<file path="config.mk">
export PLATFORM = sky130hd
export DESIGN_NAME = line_sensor_position_tracker
export DESIGN_NICKNAME = d
export VERILOG_FILES = /design/src/hw/rtl/lspt_pkg.sv /design/src/hw/rtl/line_sensor_position_tracker.sv /design/src/hw/rtl/lspt_scan.sv /design/src/hw/rtl/lspt_div.sv
export SDC_FILE = /design/constraint.sdc
export NUM_CORES = 1
export LEC_CHECK = 0
export ABC_AREA = 1
export BUFFER_PORTS_ARGS = -buffer_cell sky130_fd_sc_hd__buf_2
export CORE_ASPECT_RATIO = 0.75
export CORE_MARGIN = 8
export CORE_UTILIZATION = 40
export CTS_BUF_LIST = sky130_fd_sc_hd__clkbuf_8
export DETAILED_ROUTE_END_ITERATION = 12
export HOLD_SLACK_MARGIN = 0.12
export REMOVE_ABC_BUFFERS = 1
export SLEW_MARGIN = 20
export SYNTH_ARGS = -nofsm -noshare
export SYNTH_HDL_FRONTEND = slang
export SYNTH_HIERARCHICAL = 1
export SYNTH_SLANG_ARGS = --single-unit
export TNS_END_PERCENT = 1
</file>
<file path="constraint.sdc">
create_clock -name clk -period 17.9 [get_ports clk]
set_input_delay 0.895 -clock clk [delete_from_list [all_inputs] [get_ports clk]]
set_output_delay 0.895 -clock clk [all_outputs]
set_load 0.005 [all_outputs]
</file>
<file path="src/hw/rtl/lspt_pkg.sv">
// ----------------------------------------------------------------------------
// lspt_pkg: shared definitions for the line sensor position tracker
// Widths, register indexes, lost-side codes, controller states and the
// record that the channel scanner hands to the controller and the divider.
// ----------------------------------------------------------------------------
package lspt_pkg;

  localparam int MaxChannels = 8;
  localparam int ChanW       = $clog2(MaxChannels);
  localparam int CountW      = $clog2(MaxChannels + 1);
  localparam int Scale       = 1000;
  localparam int HalfScale   = Scale / 2;

  // Channel i of n sits at (2i - (n-1)) * Scale / 2. The scanner sums the
  // odd/even offset (2i - (n-1)) only; its magnitude is at most n*n/4.
  localparam int DigitMax    = (MaxChannels * MaxChannels) / 4;
  localparam int SumW        = $clog2(DigitMax + 1) + 1;
  localparam int MagW        = $clog2(DigitMax * HalfScale + 1);
  localparam int IterW       = $clog2(MagW + 1);

  localparam int PosW        = 16;
  localparam int TimeW       = 32;
  localparam int InW         = 40;
  localparam int OutW        = 144;
  localparam int CfgIdxW     = 2;
  localparam int CfgDataW    = 32;

  localparam logic [CfgIdxW-1:0] REG_CHAN_NUM  = 2'd0;
  localparam logic [CfgIdxW-1:0] REG_LOW_TRUE  = 2'd1;
  localparam logic [CfgIdxW-1:0] REG_PUBLISH   = 2'd2;

  localparam logic [1:0] SIDE_UNKNOWN = 2'd0;
  localparam logic [1:0] SIDE_LEFT    = 2'd1;
  localparam logic [1:0] SIDE_RIGHT   = 2'd2;

  typedef enum logic [1:0] {
    ST_IDLE,
    ST_SCAN,
    ST_DIV,
    ST_PUBLISH
  } state_t;

  typedef struct packed {
    logic [MaxChannels-1:0] raw;
    logic [MaxChannels-1:0] act;
    logic [CountW-1:0]      cnt;
    logic signed [SumW-1:0] sum;
  } scan_res_t;

endpackage

</file>
<file path="src/hw/rtl/line_sensor_position_tracker.sv">
// ----------------------------------------------------------------------------
// line_sensor_position_tracker: line position from a row of sensor channels
// Gates monitor ticks by the publish period and publishes one sample per
// passing tick: masks, active count, mean line position and lost tracking.
// ----------------------------------------------------------------------------
// The block takes one request at a time. A tick that falls inside the publish
// period is consumed in the cycle it is taken and gives no sample. Any other
// tick is scanned and, when some channel sees the line, divided before it is
// published: the scanner looks at one channel per cycle, the divider is loaded
// once the scan ends and then produces one quotient bit per cycle over the
// 13-bit scaled sum. The finished sample sits in an output register, and the
// next request is taken while it waits there.
// Configuration writes are always taken; they should only be made while the
// block is idle. Ports m_tdata and s_tdata carry the fields packed from bit
// zero upwards as listed beside them.
module line_sensor_position_tracker (
  input  logic                            clk,
  input  logic                            rst,
  // s_tdata: raw_levels[7:0], now_ms[39:8]
  input  logic                            s_tvalid,
  output logic                            s_tready,
  input  logic [lspt_pkg::InW-1:0]        s_tdata,
  // m_tdata: raw_bits[7:0], hit_bits[15:8], hit_count[19:16],
  // line_found[20], position[36:21], mean_pos[52:37],
  // miss_side[54:53], lost_ticks[86:55], memory_position[102:87],
  // flip_bits[110:103], sequence_number[142:111], zero[143]
  output logic                            m_tvalid,
  input  logic                            m_tready,
  output logic [lspt_pkg::OutW-1:0]       m_tdata,
  input  logic                            cfg_valid,
  output logic                            cfg_ready,
  input  logic [lspt_pkg::CfgIdxW-1:0]    cfg_index,
  input  logic [lspt_pkg::CfgDataW-1:0]   cfg_data
);
  import lspt_pkg::*;

  // Configuration registers.
  logic [CountW-1:0] chan_num;
  logic              low_true;
  logic [TimeW-1:0]  pub_period;

  // Tracking state kept between samples. The saved position stays zero until
  // the line is first seen, so it doubles as the remembered position.
  logic signed [PosW-1:0] saved_position;
  logic [TimeW-1:0]       lost_counter;
  logic [MaxChannels-1:0] previous_active_mask;
  logic [TimeW-1:0]       publish_counter;
  logic [TimeW-1:0]       last_publish_time;
  logic                   published_once;
  logic [TimeW-1:0]       now_ms;

  state_t state, state_next;

  logic                   accept;
  logic                   skip;
  logic [TimeW-1:0]       elapsed;
  logic [CountW-1:0]      n_used;
  logic                   scan_start;
  logic                   scan_done;
  scan_res_t              scan_res;
  logic                   div_start;
  logic                   div_done;
  logic signed [PosW-1:0] div_quot;
  logic                   publish;
  logic                   detected;

  // Output register fields.
  logic [MaxChannels-1:0] o_raw;
  logic [MaxChannels-1:0] o_act;
  logic [CountW-1:0]      o_cnt;
  logic                   o_det;
  logic signed [PosW-1:0] o_pos;
  logic signed [PosW-1:0] o_wpos;
  logic [1:0]             o_side;
  logic [TimeW-1:0]       o_lost;
  logic signed [PosW-1:0] o_mem;
  logic [MaxChannels-1:0] o_changed;
  logic [TimeW-1:0]       o_seq;

  assign cfg_ready = 1'b1;
  assign s_tready  = (state == ST_IDLE);
  assign accept    = s_tvalid && s_tready;

  // Elapsed time wraps modulo 2^32; the first tick after reset always passes.
  assign elapsed = s_tdata[InW-1:MaxChannels] - last_publish_time;
  assign skip    = published_once && (pub_period != '0) &&
                   (elapsed < pub_period);

  // Out-of-range channel counts are clamped to 1..MaxChannels.
  always_comb begin
    if (chan_num == '0) begin
      n_used = CountW'(1);
    end else if (chan_num > CountW'(MaxChannels)) begin
      n_used = CountW'(MaxChannels);
    end else begin
      n_used = chan_num;
    end
  end

  always_ff @(posedge clk) begin
    if (rst) begin
      chan_num   <= CountW'(MaxChannels);
      low_true   <= 1'b0;
      pub_period <= '0;
    end else if (cfg_valid && cfg_ready) begin
      unique case (cfg_index)
        REG_CHAN_NUM: chan_num   <= cfg_data[CountW-1:0];
        REG_LOW_TRUE: low_true   <= cfg_data[0];
        REG_PUBLISH:  pub_period <= cfg_data;
        default: ;
      endcase
    end
  end

  // Next-state logic.
  always_comb begin
    state_next = state;
    unique case (state)
      ST_IDLE: begin
        if (accept && !skip) state_next = ST_SCAN;
      end
      ST_SCAN: begin
        if (scan_done) state_next = (scan_res.cnt != '0) ? ST_DIV : ST_PUBLISH;
      end
      ST_DIV: begin
        if (div_done) state_next = ST_PUBLISH;
      end
      ST_PUBLISH: begin
        if (!m_tvalid || m_tready) state_next = ST_IDLE;
      end
      default: state_next = ST_IDLE;
    endcase
  end

  // Control outputs of the sequencer.
  always_comb begin
    scan_start = 1'b0;
    div_start  = 1'b0;
    publish    = 1'b0;
    unique case (state)
      ST_IDLE:    scan_start = accept && !skip;
      ST_SCAN:    div_start  = scan_done && (scan_res.cnt != '0);
      ST_DIV:     ;
      ST_PUBLISH: publish    = !m_tvalid || m_tready;
      default:    ;
    endcase
  end

  always_ff @(posedge clk) begin
    if (rst) begin
      state <= ST_IDLE;
    end else begin
      state <= state_next;
    end
  end

  always_ff @(posedge clk) begin
    if (scan_start) begin
      now_ms <= s_tdata[InW-1:MaxChannels];
    end
  end

  lspt_scan u_scan (
    .clk      (clk),
    .rst      (rst),
    .start    (scan_start),
    .levels   (s_tdata[MaxChannels-1:0]),
    .n_last   (ChanW'(n_used - 1'b1)),
    .low_true (low_true),
    .done     (scan_done),
    .res      (scan_res)
  );

  lspt_div u_div (
    .clk   (clk),
    .rst   (rst),
    .start (div_start),
    .sum   (scan_res.sum),
    .cnt   (scan_res.cnt),
    .done  (div_done),
    .quot  (div_quot)
  );

  assign detected = (scan_res.cnt != '0);

  // Sample commit: tracking state moves on in the same cycle the sample is
  // loaded into the output register.
  always_ff @(posedge clk) begin
    if (rst) begin
      saved_position       <= '0;
      lost_counter         <= '0;
      previous_active_mask <= '0;
      publish_counter      <= '0;
      last_publish_time    <= '0;
      published_once       <= 1'b0;
    end else if (publish) begin
      if (detected) begin
        saved_position <= div_quot;
        lost_counter   <= '0;
      end else begin
        lost_counter   <= lost_counter + 1'b1;
      end
      previous_active_mask <= scan_res.act;
      publish_counter      <= publish_counter + 1'b1;
      last_publish_time    <= now_ms;
      published_once       <= 1'b1;
    end
  end

  always_ff @(posedge clk) begin
    if (rst) begin
      m_tvalid <= 1'b0;
    end else if (publish) begin
      m_tvalid <= 1'b1;
    end else if (m_tready) begin
      m_tvalid <= 1'b0;
    end
  end

  always_ff @(posedge clk) begin
    if (publish) begin
      o_raw     <= scan_res.raw;
      o_act     <= scan_res.act;
      o_cnt     <= scan_res.cnt;
      o_det     <= detected;
      o_changed <= scan_res.act ^ previous_active_mask;
      o_seq     <= publish_counter;
      if (detected) begin
        o_pos  <= div_quot;
        o_wpos <= div_quot;
        o_mem  <= div_quot;
        o_side <= SIDE_UNKNOWN;
        o_lost <= '0;
      end else begin
        o_pos  <= saved_position;
        o_wpos <= '0;
        o_mem  <= saved_position;
        o_lost <= lost_counter + 1'b1;
        if (saved_position < 0) begin
          o_side <= SIDE_LEFT;
        end else if (saved_position > 0) begin
          o_side <= SIDE_RIGHT;
        end else begin
          o_side <= SIDE_UNKNOWN;
        end
      end
    end
  end

  assign m_tdata = {1'b0, o_seq, o_changed, o_mem, o_lost, o_side,
                    o_wpos, o_pos, o_det, o_cnt, o_act, o_raw};

  // The scanner and divider only report back in the state that waits on them.
  a_scan_done_in_scan : assert property (@(posedge clk) disable iff (rst)
    scan_done |-> state == ST_SCAN)
    else $error("scanner finished outside the scan phase");

  a_div_done_in_div : assert property (@(posedge clk) disable iff (rst)
    div_done |-> state == ST_DIV)
    else $error("divider finished outside the divide phase");

  a_seq_steps : assert property (@(posedge clk) disable iff (rst)
    publish |=> publish_counter == $past(publish_counter) + 1'b1)
    else $error("sequence counter did not advance on a published sample");

  a_detect_matches_count : assert property (@(posedge clk) disable iff (rst)
    m_tvalid |-> (o_det == (o_cnt != '0)) && (o_det || o_wpos == '0))
    else $error("detection flag disagrees with the active count");

endmodule

</file>
<file path="src/hw/rtl/lspt_scan.sv">
// ----------------------------------------------------------------------------
// lspt_scan: serial channel scanner
// Walks the channels one per cycle, building the raw and active masks, the
// active count and the sum of the active channels' centre offsets.
// ----------------------------------------------------------------------------
module lspt_scan (
  input  logic                                 clk,
  input  logic                                 rst,
  input  logic                                 start,
  input  logic [lspt_pkg::MaxChannels-1:0]     levels,
  input  logic [lspt_pkg::ChanW-1:0]           n_last,
  input  logic                                 low_true,
  output logic                                 done,
  output lspt_pkg::scan_res_t                  res
);
  import lspt_pkg::*;

  logic                   busy;
  logic [ChanW-1:0]       idx;
  logic [MaxChannels-1:0] lv;
  logic [ChanW-1:0]       last;
  logic                   pol;
  logic                   high;
  logic                   on;
  logic signed [SumW-1:0] digit;

  assign high  = lv[0];
  assign on    = high ^ pol;
  // Offset of channel idx from the centre, in half channel pitches.
  assign digit = $signed({2'b00, idx, 1'b0}) - $signed({3'b000, last});

  always_ff @(posedge clk) begin
    if (rst) begin
      busy <= 1'b0;
      done <= 1'b0;
    end else begin
      done <= 1'b0;
      if (start) begin
        busy <= 1'b1;
      end else if (busy && idx == last) begin
        busy <= 1'b0;
        done <= 1'b1;
      end
    end
  end

  always_ff @(posedge clk) begin
    if (start) begin
      idx     <= '0;
      lv      <= levels;
      last    <= n_last;
      pol     <= low_true;
      res.raw <= '0;
      res.act <= '0;
      res.cnt <= '0;
      res.sum <= '0;
    end else if (busy) begin
      idx     <= idx + 1'b1;
      lv      <= lv >> 1;
      res.raw <= res.raw | (MaxChannels'(high) << idx);
      res.act <= res.act | (MaxChannels'(on) << idx);
      res.cnt <= res.cnt + CountW'(on);
      res.sum <= res.sum + (on ? digit : '0);
    end
  end

endmodule

</file>
<file path="src/hw/rtl/lspt_div.sv">
// ----------------------------------------------------------------------------
// lspt_div: bit-serial mean divider
// Scales the offset sum to position units and divides it by the active
// count, one quotient bit per cycle, truncating toward zero.
// ----------------------------------------------------------------------------
module lspt_div (
  input  logic                                 clk,
  input  logic                                 rst,
  input  logic                                 start,
  input  logic signed [lspt_pkg::SumW-1:0]     sum,
  input  logic [lspt_pkg::CountW-1:0]          cnt,
  output logic                                 done,
  output logic signed [lspt_pkg::PosW-1:0]     quot
);
  import lspt_pkg::*;

  logic              busy;
  logic [IterW-1:0]  iter;
  logic [MagW-1:0]   dq;
  logic [CountW-1:0] rem;
  logic [CountW-1:0] dvs;
  logic              neg;
  logic [SumW-1:0]   sum_abs;
  logic [CountW:0]   trial;
  logic              fits;
  logic [PosW-1:0]   q_ext;

  assign sum_abs = sum[SumW-1] ? SumW'(-sum) : SumW'(sum);
  assign trial   = {rem, dq[MagW-1]};
  assign fits    = trial >= {1'b0, dvs};
  assign q_ext   = PosW'(dq);

  always_ff @(posedge clk) begin
    if (rst) begin
      busy <= 1'b0;
      done <= 1'b0;
    end else begin
      done <= 1'b0;
      if (start) begin
        busy <= 1'b1;
      end else if (busy && iter == IterW'(1)) begin
        busy <= 1'b0;
        done <= 1'b1;
      end
    end
  end

  always_ff @(posedge clk) begin
    if (start) begin
      dq   <= MagW'(sum_abs * HalfScale);
      rem  <= '0;
      dvs  <= cnt;
      neg  <= sum[SumW-1];
      iter <= IterW'(MagW);
    end else if (busy) begin
      iter <= iter - 1'b1;
      rem  <= fits ? CountW'(trial - {1'b0, dvs}) : trial[CountW-1:0];
      dq   <= {dq[MagW-2:0], fits};
    end
  end

  assign quot = neg ? $signed(-q_ext) : $signed(q_ext);

endmodule
</file>
==> Flow_metrics.wiki, run 1 <==
{| class="wikitable"
! Metric !! Value
|-
| Status || completed
|-
| DIE AREA || between 0.05 and 0.06 sq mm
|-
| Final worst path period need || 5420 ps
|-
| Leading cell types by total area after synthesis || sky130_fd_sc_hd__edfxtp_1, sky130_fd_sc_hd__dfxtp_1, sky130_fd_sc_hd__ha_1
|-
| Drc violations || 0
|-
| Quantity of gates resized following cts || 0
|-
| CTS Hold Bufs || 0
|-
| Number of global-route vias before repair || approximately 15000
|-
| Clock root buffer || sky130_fd_sc_hd__clkbuf_8
|-
| Least-Margin Pin Slew || 976 ps
|-
| Reg power frac || between 40 and 50%
|-
| Part of the total power dissipated in the clock network || 28.9%
|-
| RSZ-0062 raised after global routing || no
|-
| Number of warnings printed during yosys synthesis || 6
|-
| Site row count || 70
|-
| Class of the worst hold path || reg -> reg
|-
| Die span in y || a little over 200 um
|-
| CTS tree || done
|-
| Headroom to the max-slew limit || a little over a third
|-
| Crit-path cells || buf_2, ha_1, a21oi_1, nand2_1, a21boi_0, inv_1, nand3_1, nand3_1, a21oi_1, xor2_1, ha_1, nand2_1, nor2_1, nand4_1, a21oi_1, nor2_1, a21oi_4, buf_4, clkinv_1, nand2_1
|-
| I/O Pins || 226
|-
| Half-perimeter wire length after detailed placement || 35.5 mm
|-
| Largest incremental delay on the critical path || 690 ps
|-
| Inserted Diodes || 0
|-
| Area added between synthesis and finish || 14.9%
|-
| Clock Path Buffers || 3
|-
| Post-synthesis average cell area || between 8 and 9 sq um
|-
| Share of the yosys chip area belonging to registers || between 40 and 50%
|-
| Max-capacitance violation count || 0
|-
| Number of buffers created by CTS || between 60 and 70
|-
| Portion of total power attributed to combinational logic || between 30% and 40%
|-
| Largest voltage drop on the vdd net || around 0.053 mV
|-
| Source-to-sink clock delay at the later pin of the worst-skew pair || about 650 ps
|-
| Number of synthesized register bits || 391
|-
| Synthesized cell area || 0.0195 sq mm
|-
| Total Wirelength || 48.6 mm
|-
| Clock transition at path regs || 60 ps
|-
| Setup violators final || 0
|-
| Cell Int Power || between 1.5 and 2 mW
|-
| Worst-path fanout max || 66
|-
| Final layout net count || ~2600
|-
| Fin Clk Skew || approximately 39 ps
|-
| Switching share of power || between 30% and 40%
|-
| Global Route Usage Sum || between 10% and 20%
|-
| Fraction of post-synthesis cell area in the top cell type by area || 28.8%
|-
| Critical Path AT || between 5000 and 6000 ps
|-
| Count of clock tree sinks || around 390
|-
| Post CTS Setup Buffer Count || 0
|-
| Via count || 15472
|-
| Antenna violations before repair || 0
|-
| Mapped Cells || about 2200
|-
| Wire length per cell || ~15 um
|-
| Power density relative to cell area || roughly 120 mW/mm^2
|-
| Fraction of registers with async set or reset after synthesis || 0%
|-
| Cell taking the most area after synthesis || sky130_fd_sc_hd__edfxtp_1
|-
| Overall Power || 2.74 mW
|-
| CORE AREA || about 0.048 sq mm
|-
| Count of TritonRoute iterations in the first routing pass || 5
|-
| Number of library cell types mapped by synthesis || 55
|-
| Post-route fraction of the period consumed by the critical path || a little under a third
|-
| Fraction of layout cells with a size suffix above 1 || 15.8%
|-
| Type of the setup path with the least slack || in -> reg
|-
| # H-tree levels || 3
|-
| Antenna Nets Post-Route || 0
|-
| Number of hold-slack violations in the final timing report || 0
|-
| Critical path required time || 18180 ps
|-
| Wire length of the first global-routing pass || roughly 79 mm
|-
| Weighted congestion reported at the end of routability-driven placement || about 0.90
|-
| Most used DFF post-synth || sky130_fd_sc_hd__dfxtp_1
|-
| Post-synth EDFFs || 187
|-
| Overall overflow remaining after global route || 0
|-
| Maximum operating frequency || approximately 180 MHz
|-
| Standard cell with the maximum stage delay on the critical path || sky130_fd_sc_hd__clkinv_1
|-
| Startpoint type of the worst setup path || input port
|-
| Vias per Instance || 4.92
|-
| Port bufs || about 220
|-
| Starting density of the core || between 40% and 50%
|-
| Worst setup EP type || flip-flop
|-
| Die Span X || roughly 270 um
|-
| NetSw || 0.969 mW
|-
| Number of DRC markers after the initial detailed-route iteration || around 970
|-
| Leakage power || a little under 10 nW
|-
| Largest net degree at the start of global routing || roughly 120
|-
| Setup TNS after final layout || 0 ps
|-
| Total count of max-transition violations in the final report || 0
|}
## cells by family (layout without fill, tap and decap cells)
kind of cell | Yosys count | after routing | share of synthesized area, %
AO/OA/AOI/OAI | 487 | 487 | 13.3
XOR/XNOR | 75 | 75 | 3.37
adder cells (fa/ha/maj) | 120 | 120 | 8.33
buffers and inverters | 434 | 705 | 8.87
flip-flops | 391 | 391 | 49.8
other | 2 | 2 | 0.0386
AND/OR/NAND/NOR | 714 | 714 | 16.3
## power by group through the flow
stage               combinational (mW)  sequential, mW  clock, mW
finish                           0.824            1.12      0.790
global route                     0.954            1.13      0.860
CTS                              0.834            1.12      0.820
detailed placement               0.827            1.14          0
global placement                 0.807            1.14          0
floorplan                        0.589            1.13          0
## per-stage QoR
| step | worst slack (ps) | hold slack [ps] | util, % | area (sq um) | cells |
|---|---|---|---|---|---|
| floorplan | 9600 | 408 | - | 19100 | 2143 |
| global placement | 11900 | 418 | 43.5 | 21100 | 3022 |
| detailed placement | 11800 | 415 | 43.5 | 21100 | 3022 |
| CTS | 12440 | 374 | 46.2 | 22400 | 3142 |
| global route | 11960 | 388 | 46.2 | 22400 | 3142 |
| finish | 12480 | 433 | 46.2 | 22400 | 3142 |
## synthesized netlist by cell type (all sizes together) (47+ instances only)
library cell	count
a21oi	232
clkbuf	47
dfxtp	204
edfxtp	187
ha	104
inv	351
nand2	335
nand3	70
nor2	205
nor3	54
o21ai	200
xor2	55
## sequential cells by signal, indices dropped and copies added (netlist names), 13 cells and up
| register | cells |
|---|---|
| pub_period | 32 |
| lost_counter | 32 |
| o_lost | 32 |
| u_div/dq | 13 |
| o_mem | 16 |
| u_scan/res | 26 |
| o_wpos | 16 |
| publish_counter | 32 |
| now_ms | 32 |
| o_seq | 32 |
| last_publish_time | 32 |
| saved_position | 16 |
## final timing paths
kind / endpoint / depth (start not counted) / slack [ps] / from
max: u_scan/lv[1]$_DFFE_PP_ / 20 / 12480 / s_tdata[10]
min: o_raw[1]$_DFFE_PP_ / 0 / 430 / u_scan/res[19]$_SDFFE_PP0P_
max reg2reg: u_scan/lv[1]$_DFFE_PP_ / 20 / 12520 / last_publish_time[2]$_SDFFE_PP0P_
min reg2reg: o_raw[1]$_DFFE_PP_ / 0 / 430 / u_scan/res[19]$_SDFFE_PP0P_
## worst max-delay path: cells and delay by family
kind / cells / cell delay [ps]
buf+inv: 4 / 1580
simple gates: 8 / 1320
compound gates: 5 / 1110
fa+ha+maj: 2 / 650
xor+xnor: 1 / 100
## layout make-up
| cell class | count | area, sq um |
|---|---|---|
| fill | 4700 | 26100 |
| sequential | 391 | 9700 |
| multi-input combinational | 1398 | 8060 |
| inverter | 354 | 1340 |
| timing repair buffer | 231 | 1180 |
| clock buffer | 74 | 1020 |
| tap | 648 | 811 |
| clock inverter | 46 | 273 |
## cell usage in the layout, fill, tap and decap left out, drive strengths merged, types with 12 or more instances in the layout
| cell type | count |
|---|---|
| xor2 | 55 |
| inv | 375 |
| buf | 231 |
| dfxtp | 204 |
| nor2 | 205 |
| ha | 104 |
| fa | 16 |
| nand4 | 31 |
| nand3 | 70 |
| xnor2 | 20 |
| o21ai | 200 |
| nand2 | 335 |
| o21bai | 12 |
| edfxtp | 187 |
| clkinv | 18 |
| clkbuf | 74 |
| nor3 | 54 |
| nor4 | 12 |
| a21oi | 232 |
## per-layer routing
layer	up-vias	global-route usage [%]	part of all wire, %
li1	7801	-	-
met1	7239	24.0	50
met2	359	26.3	43
met3	73	4.22	5.4
met4	0	3.96	1.7
met5	-	0	0
(Power assumes the default switching activity.)
==> run 2: changes to the inputs <==
ABC_AREA = 0   (was 1)
clock period = 5.5 ns   (was 17.9 ns; I/O delays follow)
==> run 2 against run 1 <==
Global-route usage down 1.1 points; clock power rose to 3.3 times the previous value; via count down 8.2%; final area up 1.3%; sequential share of layout area down 0.54 points; first-iteration DRC count down 18%; largest cell class unchanged; largest power group unchanged.
==> Flow_metrics.wiki, run 2 <==
{| class="wikitable"
! Metric !! Value
|-
| Number of synthesized register bits || 391 (unchanged)
|-
| Maximum operating frequency || roughly 200 MHz
|-
| Drc violations || 0 (unchanged)
|-
| Class of the worst hold path || in -> reg
|-
| RSZ-0062 raised after global routing || no
|-
| Buffers & Inverters on Critical Path || 5 (+1)
|-
| Share of the yosys chip area belonging to registers || 51.3% (+1.4 points)
|-
| Antenna violations before repair || 1 (+1)
|-
| Synthesized cell area || 0.0189 sq mm (-2.8%)
|-
| Number of hold-slack violations in the final timing report || 0 (unchanged)
|-
| Clock Path Buffers || 3 (unchanged)
|-
| Post-synth EDFFs || 187 (unchanged)
|-
| Number of global-route vias before repair || 13976 (-7.4%)
|-
| Max-capacitance violation count || 0 (unchanged)
|-
| Post CTS Setup Buffer Count || 0 (unchanged)
|-
| Cell with the most instances after synthesis || sky130_fd_sc_hd__nand2_1
|-
| Port bufs || 223 (unchanged)
|-
| Antenna Nets Post-Route || 0 (unchanged)
|-
| Power density relative to cell area || 397 mW/mm^2 (+230%)
|-
| DIE AREA || 0.0546 sq mm (-2.6%)
|-
| Area added between synthesis and finish || 19.8%
|-
| Final layout net count || 2380 (-9.9%)
|-
| Via count || 14209 (-8.2%)
|-
| Leakage power || 9.04 nW (-6.4%)
|-
| Placed insts || 2672 (-12%)
|-
| Headroom to the max-slew limit || 27.4% (-7.6 points)
|-
| Overall Power || 9.00 mW (+230%)
|-
| Commonest cells after routing, fill and taps aside || sky130_fd_sc_hd__nand2_1, sky130_fd_sc_hd__buf_2, sky130_fd_sc_hd__dfxtp_1
|-
| Commonest non-fill, non-tap cell in the layout || sky130_fd_sc_hd__nand2_1
|-
| # H-tree levels || 3 (unchanged)
|-
| Area used by multi-input combinational logic || 0.00832 sq mm (+3.2%)
|-
| Die Span X || 267 um (-1.3%)
|-
| Number of buffers created by CTS || 67 (+1.5%)
|-
| Total count of max-transition violations in the final report || 0 (unchanged)
|-
| Half-perimeter wire length after detailed placement || 30.7 mm (-13%)
|-
| Largest voltage drop on the vdd net || 0.395 mV (+650%)
|-
| Most used DFF post-synth || sky130_fd_sc_hd__dfxtp_1
|-
| CTS tree || done
|-
| Post-route fraction of the period consumed by the critical path || 90.3%
|-
| Largest incremental delay on the critical path || 530 ps (-160 ps)
|-
| Startpoint type of the worst setup path || input port
|-
| Clock root buffer || sky130_fd_sc_hd__clkbuf_8
|-
| Area taken by flip-flops and latches || 0.00970 sq mm (unchanged)
|-
| Worst-path fanout max || 17 (-74%)
|-
| Fraction of post-synthesis cell area in the top cell type by area || 29.7% (+0.84 points)
|-
| Fraction of registers with async set or reset after synthesis || 0% (unchanged)
|-
| Starting density of the core || 40.2% (about the same)
|-
| Wire length of the first global-routing pass || 71.8 mm (-9.4%)
|-
| Final worst path period need || between 4000 and 5000 ps
|-
| I/O Pins || 226 (unchanged)
|-
| Vias per Instance || 4.94 (+0.33%)
|-
| Type of the setup path with the least slack || in -> reg
|-
| Fill cell count || 4411 (-6.1%)
|-
| Fin Clk Skew || 29.3 ps (-9.33 ps)
|-
| Number of DRC markers after the initial detailed-route iteration || 793 (-18%)
|-
| Kind of cell adding the most delay to the critical path || compound AO/OA/AOI/OAI gates
|-
| Worst hold-check slack || 193 ps (-240 ps)
|-
| Die span in y || 204 um (-1.3%)
|-
| Overall overflow remaining after global route || 0 (unchanged)
|-
| Fraction of layout cells with a size suffix above 1 || 16.5% (+0.70 points)
|-
| Most common cell on crit path || sky130_fd_sc_hd__a21o_1
|-
| Source-to-sink clock delay at the later pin of the worst-skew pair || 640 ps (about the same)
|-
| Wire length per cell || 15.4 um (-0.18%)
|-
| Least-Margin Pin Slew || 1090 ps (+113 ps)
|-
| Cell taking the most area after synthesis || sky130_fd_sc_hd__edfxtp_1
|-
| Setup TNS after final layout || 0 ps (unchanged)
|-
| Total Wirelength || 44.4 mm (-8.6%)
|-
| Clock transition at path regs || 60 ps (about the same)
|-
| Critical Path AT || 5540 ps (-160 ps)
|-
| Most common library cells after synthesis || sky130_fd_sc_hd__nand2_1, sky130_fd_sc_hd__dfxtp_1, sky130_fd_sc_hd__edfxtp_1
|-
| Mapped Cells || 1888 (-15%)
|-
| Status || completed
|-
| Non-filler cells, final || 2876 (-8.5%)
|-
| CORE AREA || 0.0471 sq mm (-2.9%)
|-
| Setup violators final || 0 (unchanged)
|-
| Leading cell types by total area after synthesis || sky130_fd_sc_hd__edfxtp_1, sky130_fd_sc_hd__dfxtp_1, sky130_fd_sc_hd__ha_1
|-
| Post-synthesis average cell area || 10.0 sq um (+14%)
|-
| Weighted congestion reported at the end of routability-driven placement || 0.819 (-9.0%)
|-
| Largest net degree at the start of global routing || 101 (-17%)
|-
| Worst setup EP type || flip-flop
|-
| Count of TritonRoute iterations in the first routing pass || 5 (unchanged)
|-
| Site row count || 69 (-1.4%)
|-
| Number of warnings printed during yosys synthesis || 6 (unchanged)
|-
| Number of library cell types mapped by synthesis || 91 (+65%)
|-
| Critical path required time || 6070 ps (-12110 ps)
|-
| Standard cell with the maximum stage delay on the critical path || sky130_fd_sc_hd__dlygate4sd3_1
|-
| Global Route Usage Sum || 15.9% (-1.1 points)
|-
| Count of clock tree sinks || 391 (unchanged)
|}
run 2: changes by cell type in the layout (fill, tap and decap cells not counted), moves of 25 or more:
| cell | previous run | this run |
|---|---|---|
| sky130_fd_sc_hd__a21o_1 | 7 | 48 |
| sky130_fd_sc_hd__a21oi_1 | 229 | 183 |
| sky130_fd_sc_hd__dlygate4sd3_1 | 0 | 79 |
| sky130_fd_sc_hd__inv_1 | 358 | 142 |
| sky130_fd_sc_hd__nand2_1 | 323 | 287 |
| sky130_fd_sc_hd__nand3_1 | 67 | 29 |
| sky130_fd_sc_hd__nor2_1 | 188 | 135 |
| sky130_fd_sc_hd__nor3_1 | 47 | 22 |
| sky130_fd_sc_hd__o21ai_0 | 188 | 27 |
| sky130_fd_sc_hd__xnor2_1 | 20 | 56 |
run 2: timing repair:
action                                  4_1_cts  5_1_grt
hold endpoints to repair                     86        0
endpoints found under the setup margin        0        0
hold buffers                                 79        0
gates resized for setup                       0        0
run 2: layout make-up:
| cell class | instances | share of cell area, % |
|---|---|---|
| timing repair buffer | 314 | 8.86 |
| tap | 639 | 3.53 |
| sequential | 391 | 42.8 |
| multi-input combinational | 1276 | 36.7 |
| antenna | 1 | 0.0110 |
| clock buffer | 78 | 4.74 |
| clock inverter | 46 | 1.13 |
| inverter | 131 | 2.20 |
run 2: per-stage QoR:
step	cell area (sq um)	utilization, %	setup WS (ps)
finish	22700	48.2	532
global route	22700	48.2	212
detailed placement	20500	43.6	467
CTS	22700	48.1	569
global placement	20500	43.6	606
floorplan	18500	-	-1390
run 2: kinds of logic after synthesis:
group	count (synthesis)	share of synthesized area [%]
other cells	2	0.0397
flops	391	51.3
buf+inv	221	4.87
fa+ha+maj	120	8.57
simple gates	658	16.6
compound gates	358	11.9
mux	20	1.13
xor+xnor	118	5.62
run 2: routing by layer:
layer  vias to the layer above  GRT usage (%)  part of all wire, %
li1                       7131              -                    -
met1                      6708           22.4                   50
met2                       299           24.2                   43
met3                        71           3.67                  5.1
met4                         0           4.75                  1.9
met5                         -              0                    0
run 2: final timing paths:
| path | endpoint | start | cells after the start | slack, ps |
|---|---|---|---|---|
| max | u_scan/res[5]$_SDFFE_PP0P_ | s_tdata[8] | 25 | 530 |
| min | publish_counter[24]$_SDFFE_PP0P_ | rst | 2 | 190 |
| max reg2reg | u_scan/res[5]$_SDFFE_PP0P_ | last_publish_time[0]$_SDFFE_PP0P_ | 22 | 570 |
| min reg2reg | o_raw[0]$_DFFE_PP_ | u_scan/res[18]$_SDFFE_PP0P_ | 0 | 430 |
run 2: power breakdown:
group	leakage [nW]	total, mW	switching [mW]	internal, mW
sequential	3.45	3.57	0.185	3.39
combinational	4.87	2.85	1.69	1.16
clock	0.733	2.58	1.22	1.36
total	9.04	9.00	3.09	5.91
run 2: worst reg2reg max path, stage by stage (launching register included):
cell and delay [ps]:
sky130_fd_sc_hd__dfxtp_1 330, sky130_fd_sc_hd__ha_1 180, sky130_fd_sc_hd__inv_1 60, sky130_fd_sc_hd__fa_1 420, sky130_fd_sc_hd__a21o_1 210, sky130_fd_sc_hd__a221oi_2 290
sky130_fd_sc_hd__o21ba_2 210, sky130_fd_sc_hd__o211ai_2 140, sky130_fd_sc_hd__nand3_1 180, sky130_fd_sc_hd__a311oi_1 140, sky130_fd_sc_hd__o311ai_0 430, sky130_fd_sc_hd__ha_1 330
sky130_fd_sc_hd__a21o_1 170, sky130_fd_sc_hd__a21oi_1 200, sky130_fd_sc_hd__a21o_1 160, sky130_fd_sc_hd__nor3_1 50, sky130_fd_sc_hd__a211oi_1 270, sky130_fd_sc_hd__buf_4 200
sky130_fd_sc_hd__nor2_4 90, sky130_fd_sc_hd__nor4b_1 400, sky130_fd_sc_hd__nand4_1 140, sky130_fd_sc_hd__a21oi_1 160, sky130_fd_sc_hd__nand4b_1 120
==> run 3: changes to the inputs <==
CTS_BUF_LIST = sky130_fd_sc_hd__clkbuf_4 sky130_fd_sc_hd__clkbuf_8   (was sky130_fd_sc_hd__clkbuf_8)
==> run 3 against run 2 <==
Flip-flop and latch count did not move; largest cell class unchanged; wire length about the same; first-iteration DRC count increased by 1.1%; critical path type unchanged; non-clock buffer count unchanged; count of clock-buffer cells in the layout is 13 higher.
==> Flow_metrics.wiki, run 3 (synthesis results as in run 2) <==
{| class="wikitable"
! Metric !! Value
|-
| Overall Power || 9.09 mW (+0.97%)
|-
| RSZ-0062 raised after global routing || no
|-
| Port bufs || 223 (unchanged)
|-
| Grt met1 use || 22.4% (about the same)
|-
| Die span in y || 204 um (unchanged)
|-
| Non-filler cells, final || 2876 (unchanged)
|-
| DIE AREA || 0.0546 sq mm (unchanged)
|-
| Largest net degree at the start of global routing || 101 (unchanged)
|-
| Critical path required time || 5760 ps (-310 ps)
|-
| Commonest cells after routing, fill and taps aside || sky130_fd_sc_hd__nand2_1, sky130_fd_sc_hd__buf_2, sky130_fd_sc_hd__dfxtp_1
|-
| Drc violations || 0 (unchanged)
|-
| Quantity of gates resized following cts || 0 (unchanged)
|-
| Clock root buffer || sky130_fd_sc_hd__clkbuf_8
|-
| Met3 demand-to-capacity share in global routing || 3.68% (+0.012 points)
|-
| Worst-path fanout max || 32 (+15)
|-
| Total count of max-transition violations in the final report || 0 (unchanged)
|-
| Gr busiest metal || met2
|-
| Number of hold-slack violations in the final timing report || 0 (unchanged)
|-
| Post-Place Cell Area || 0.0205 sq mm (unchanged)
|-
| Fin worst setup slack || 542 ps (+10.4 ps)
|-
| Leakage power || 9.03 nW (-0.10%)
|-
| Beginning of the worst hold path || rst
|-
| Commonest non-fill, non-tap cell in the layout || sky130_fd_sc_hd__nand2_1
|-
| Least-Margin Pin Slew || 1100 ps (+5.69 ps)
|-
| Total Wirelength || 44.4 mm (about the same)
|-
| I/O Pins || 226 (unchanged)
|-
| Area added between synthesis and finish || 20.0%
|-
| Post CTS Setup Buffer Count || 0 (unchanged)
|-
| Maximum operating frequency || 202 MHz (+0.21%)
|-
| Worst hold-check slack || 197 ps (+4.62 ps)
|-
| Starting density of the core || 40.2% (unchanged)
|-
| Site row count || 69 (unchanged)
|-
| Status || completed
|-
| Power density relative to cell area || 400 mW/mm^2 (+0.76%)
|-
| Reg-to-reg critical path startpoint || last_publish_time[0]$_SDFFE_PP0P_
|-
| Fill cell count || 4406 (-0.11%)
|-
| Overall overflow remaining after global route || 0 (unchanged)
|-
| Critical Path AT || 5220 ps (-320 ps)
|-
| Clock transition at path regs || 60 ps (about the same)
|-
| CORE AREA || 0.0471 sq mm (unchanged)
|-
| Largest voltage drop on the vdd net || 0.395 mV (about the same)
|-
| Final worst path period need || 4960 ps (-10.4 ps)
|-
| Clock Path Buffers || 3 (unchanged)
|-
| Antenna Nets Post-Route || 0 (unchanged)
|-
| Final layout net count || 2380 (unchanged)
|-
| Fin Clk Skew || 34.0 ps (+4.70 ps)
|-
| Launching instance or port of the critical path || s_tdata[8]
|-
| Placed insts || 2672 (unchanged)
|-
| Max-capacitance violation count || 0 (unchanged)
|-
| Half-perimeter wire length after detailed placement || 30.7 mm (unchanged)
|-
| Wire length of the first global-routing pass || 71.8 mm (-0.11%)
|-
| Worst slack at placement || 467 ps (unchanged)
|-
| Number of DRC markers after the initial detailed-route iteration || 802 (+1.1%)
|-
| Startpoint type of the worst setup path || input port
|-
| Antenna violations before repair || 1 (unchanged)
|-
| Setup violators final || 0 (unchanged)
|-
| Via count || 14199 (-0.070%)
|-
| Fraction of layout cells with a size suffix above 1 || 17.1% (+0.58 points)
|-
| Type of the setup path with the least slack || in -> reg
|-
| Number of global-route vias before repair || 13958 (-0.13%)
|-
| Count of TritonRoute iterations in the first routing pass || 5 (unchanged)
|-
| Vias per Instance || 4.94 (about the same)
|-
| Weighted congestion reported at the end of routability-driven placement || 0.819 (unchanged)
|-
| CTS tree || done
|-
| Headroom to the max-slew limit || 27.0% (-0.38 points)
|-
| Die Span X || 267 um (unchanged)
|-
| Wire length per cell || 15.4 um (about the same)
|-
| Post-route fraction of the period consumed by the critical path || 90.1% (-0.19 points)
|-
| Global Route Usage Sum || 15.9% (-0.020 points)
|-
| Number of buffers created by CTS || 67 (unchanged)
|-
| Met2 track utilization from global routing || 24.2% (-0.055 points)
|-
| CTS Hold Bufs || 79 (unchanged)
|-
| Layout Cell Area excl Fill || 0.0227 sq mm (+0.22%)
|-
| # H-tree levels || 3 (unchanged)
|-
| Count of clock tree sinks || 391 (unchanged)
|-
| Source-to-sink clock delay at the later pin of the worst-skew pair || 640 ps (about the same)
|-
| Worst setup EP type || flip-flop
|-
| Class of the worst hold path || in -> reg
|}
run 3: worst paths after layout:
kind / endpoint / slack, ps / cells past startpoint
setup / recovery: now_ms[20]$_DFFE_PP_ / 540 / 24
hold / removal: publish_counter[24]$_SDFFE_PP0P_ / 200 / 2
setup reg to reg: now_ms[20]$_DFFE_PP_ / 580 / 21
hold reg to reg: o_raw[0]$_DFFE_PP_ / 430 / 0
run 3: power by group:
group / switching [mW] / internal, mW
Sequential: 0.185 / 3.39
Clock: 1.22 / 1.45
Combinational: 1.69 / 1.16
run 3: layer usage:
layer	up-vias	share of wire (%)	wire length [um]
met5	-	0	0
met2	279	43	19300
met1	6719	49	22000
met3	67	5.3	2330
li1	7134	-	-
met4	0	1.9	830
run 3: cell type report:
| type | instances | area (sq um) | area share (%) |
|---|---|---|---|
| Inverter | 131 | 499 | 2.20 |
| Tap cell | 639 | 800 | 3.52 |
| Timing Repair Buffer | 314 | 2010 | 8.84 |
| Antenna cell | 1 | 2.50 | 0.0110 |
| Clock buffer | 91 | 1170 | 5.16 |
| Multi-Input combinational cell | 1276 | 8320 | 36.6 |
| Sequential cell | 391 | 9700 | 42.7 |
| Clock inverter | 33 | 206 | 0.909 |
run 3: stage by stage:
step                      utilization, %  setup TNS (ps)
after floorplan                        -          -82430
after global placement              43.6               0
after detailed placement            43.6               0
after CTS                           48.2               0
after global routing                48.3               0
final                               48.3               0
run 3: worst max-delay path: stages:
cell                            delay (ps)
sky130_fd_sc_hd__dlygate4sd3_1         530
sky130_fd_sc_hd__buf_2                 140
sky130_fd_sc_hd__inv_1                  60
sky130_fd_sc_hd__ha_1                  170
sky130_fd_sc_hd__inv_1                  60
sky130_fd_sc_hd__fa_1                  420
sky130_fd_sc_hd__a21o_1                200
sky130_fd_sc_hd__a221oi_2              290
sky130_fd_sc_hd__o21ba_2               210
sky130_fd_sc_hd__o211ai_2              140
sky130_fd_sc_hd__nand3_1               190
sky130_fd_sc_hd__a31oi_1               180
sky130_fd_sc_hd__a21oi_1               240
sky130_fd_sc_hd__xnor2_1               140
sky130_fd_sc_hd__ha_1                  160
sky130_fd_sc_hd__a21o_1                100
sky130_fd_sc_hd__a21o_1                110
sky130_fd_sc_hd__a21oi_1                80
sky130_fd_sc_hd__a21o_1                180
sky130_fd_sc_hd__nor3_1                180
sky130_fd_sc_hd__a211oi_1              110
sky130_fd_sc_hd__buf_4                 170
sky130_fd_sc_hd__nor2_4                350
sky130_fd_sc_hd__buf_4                 490
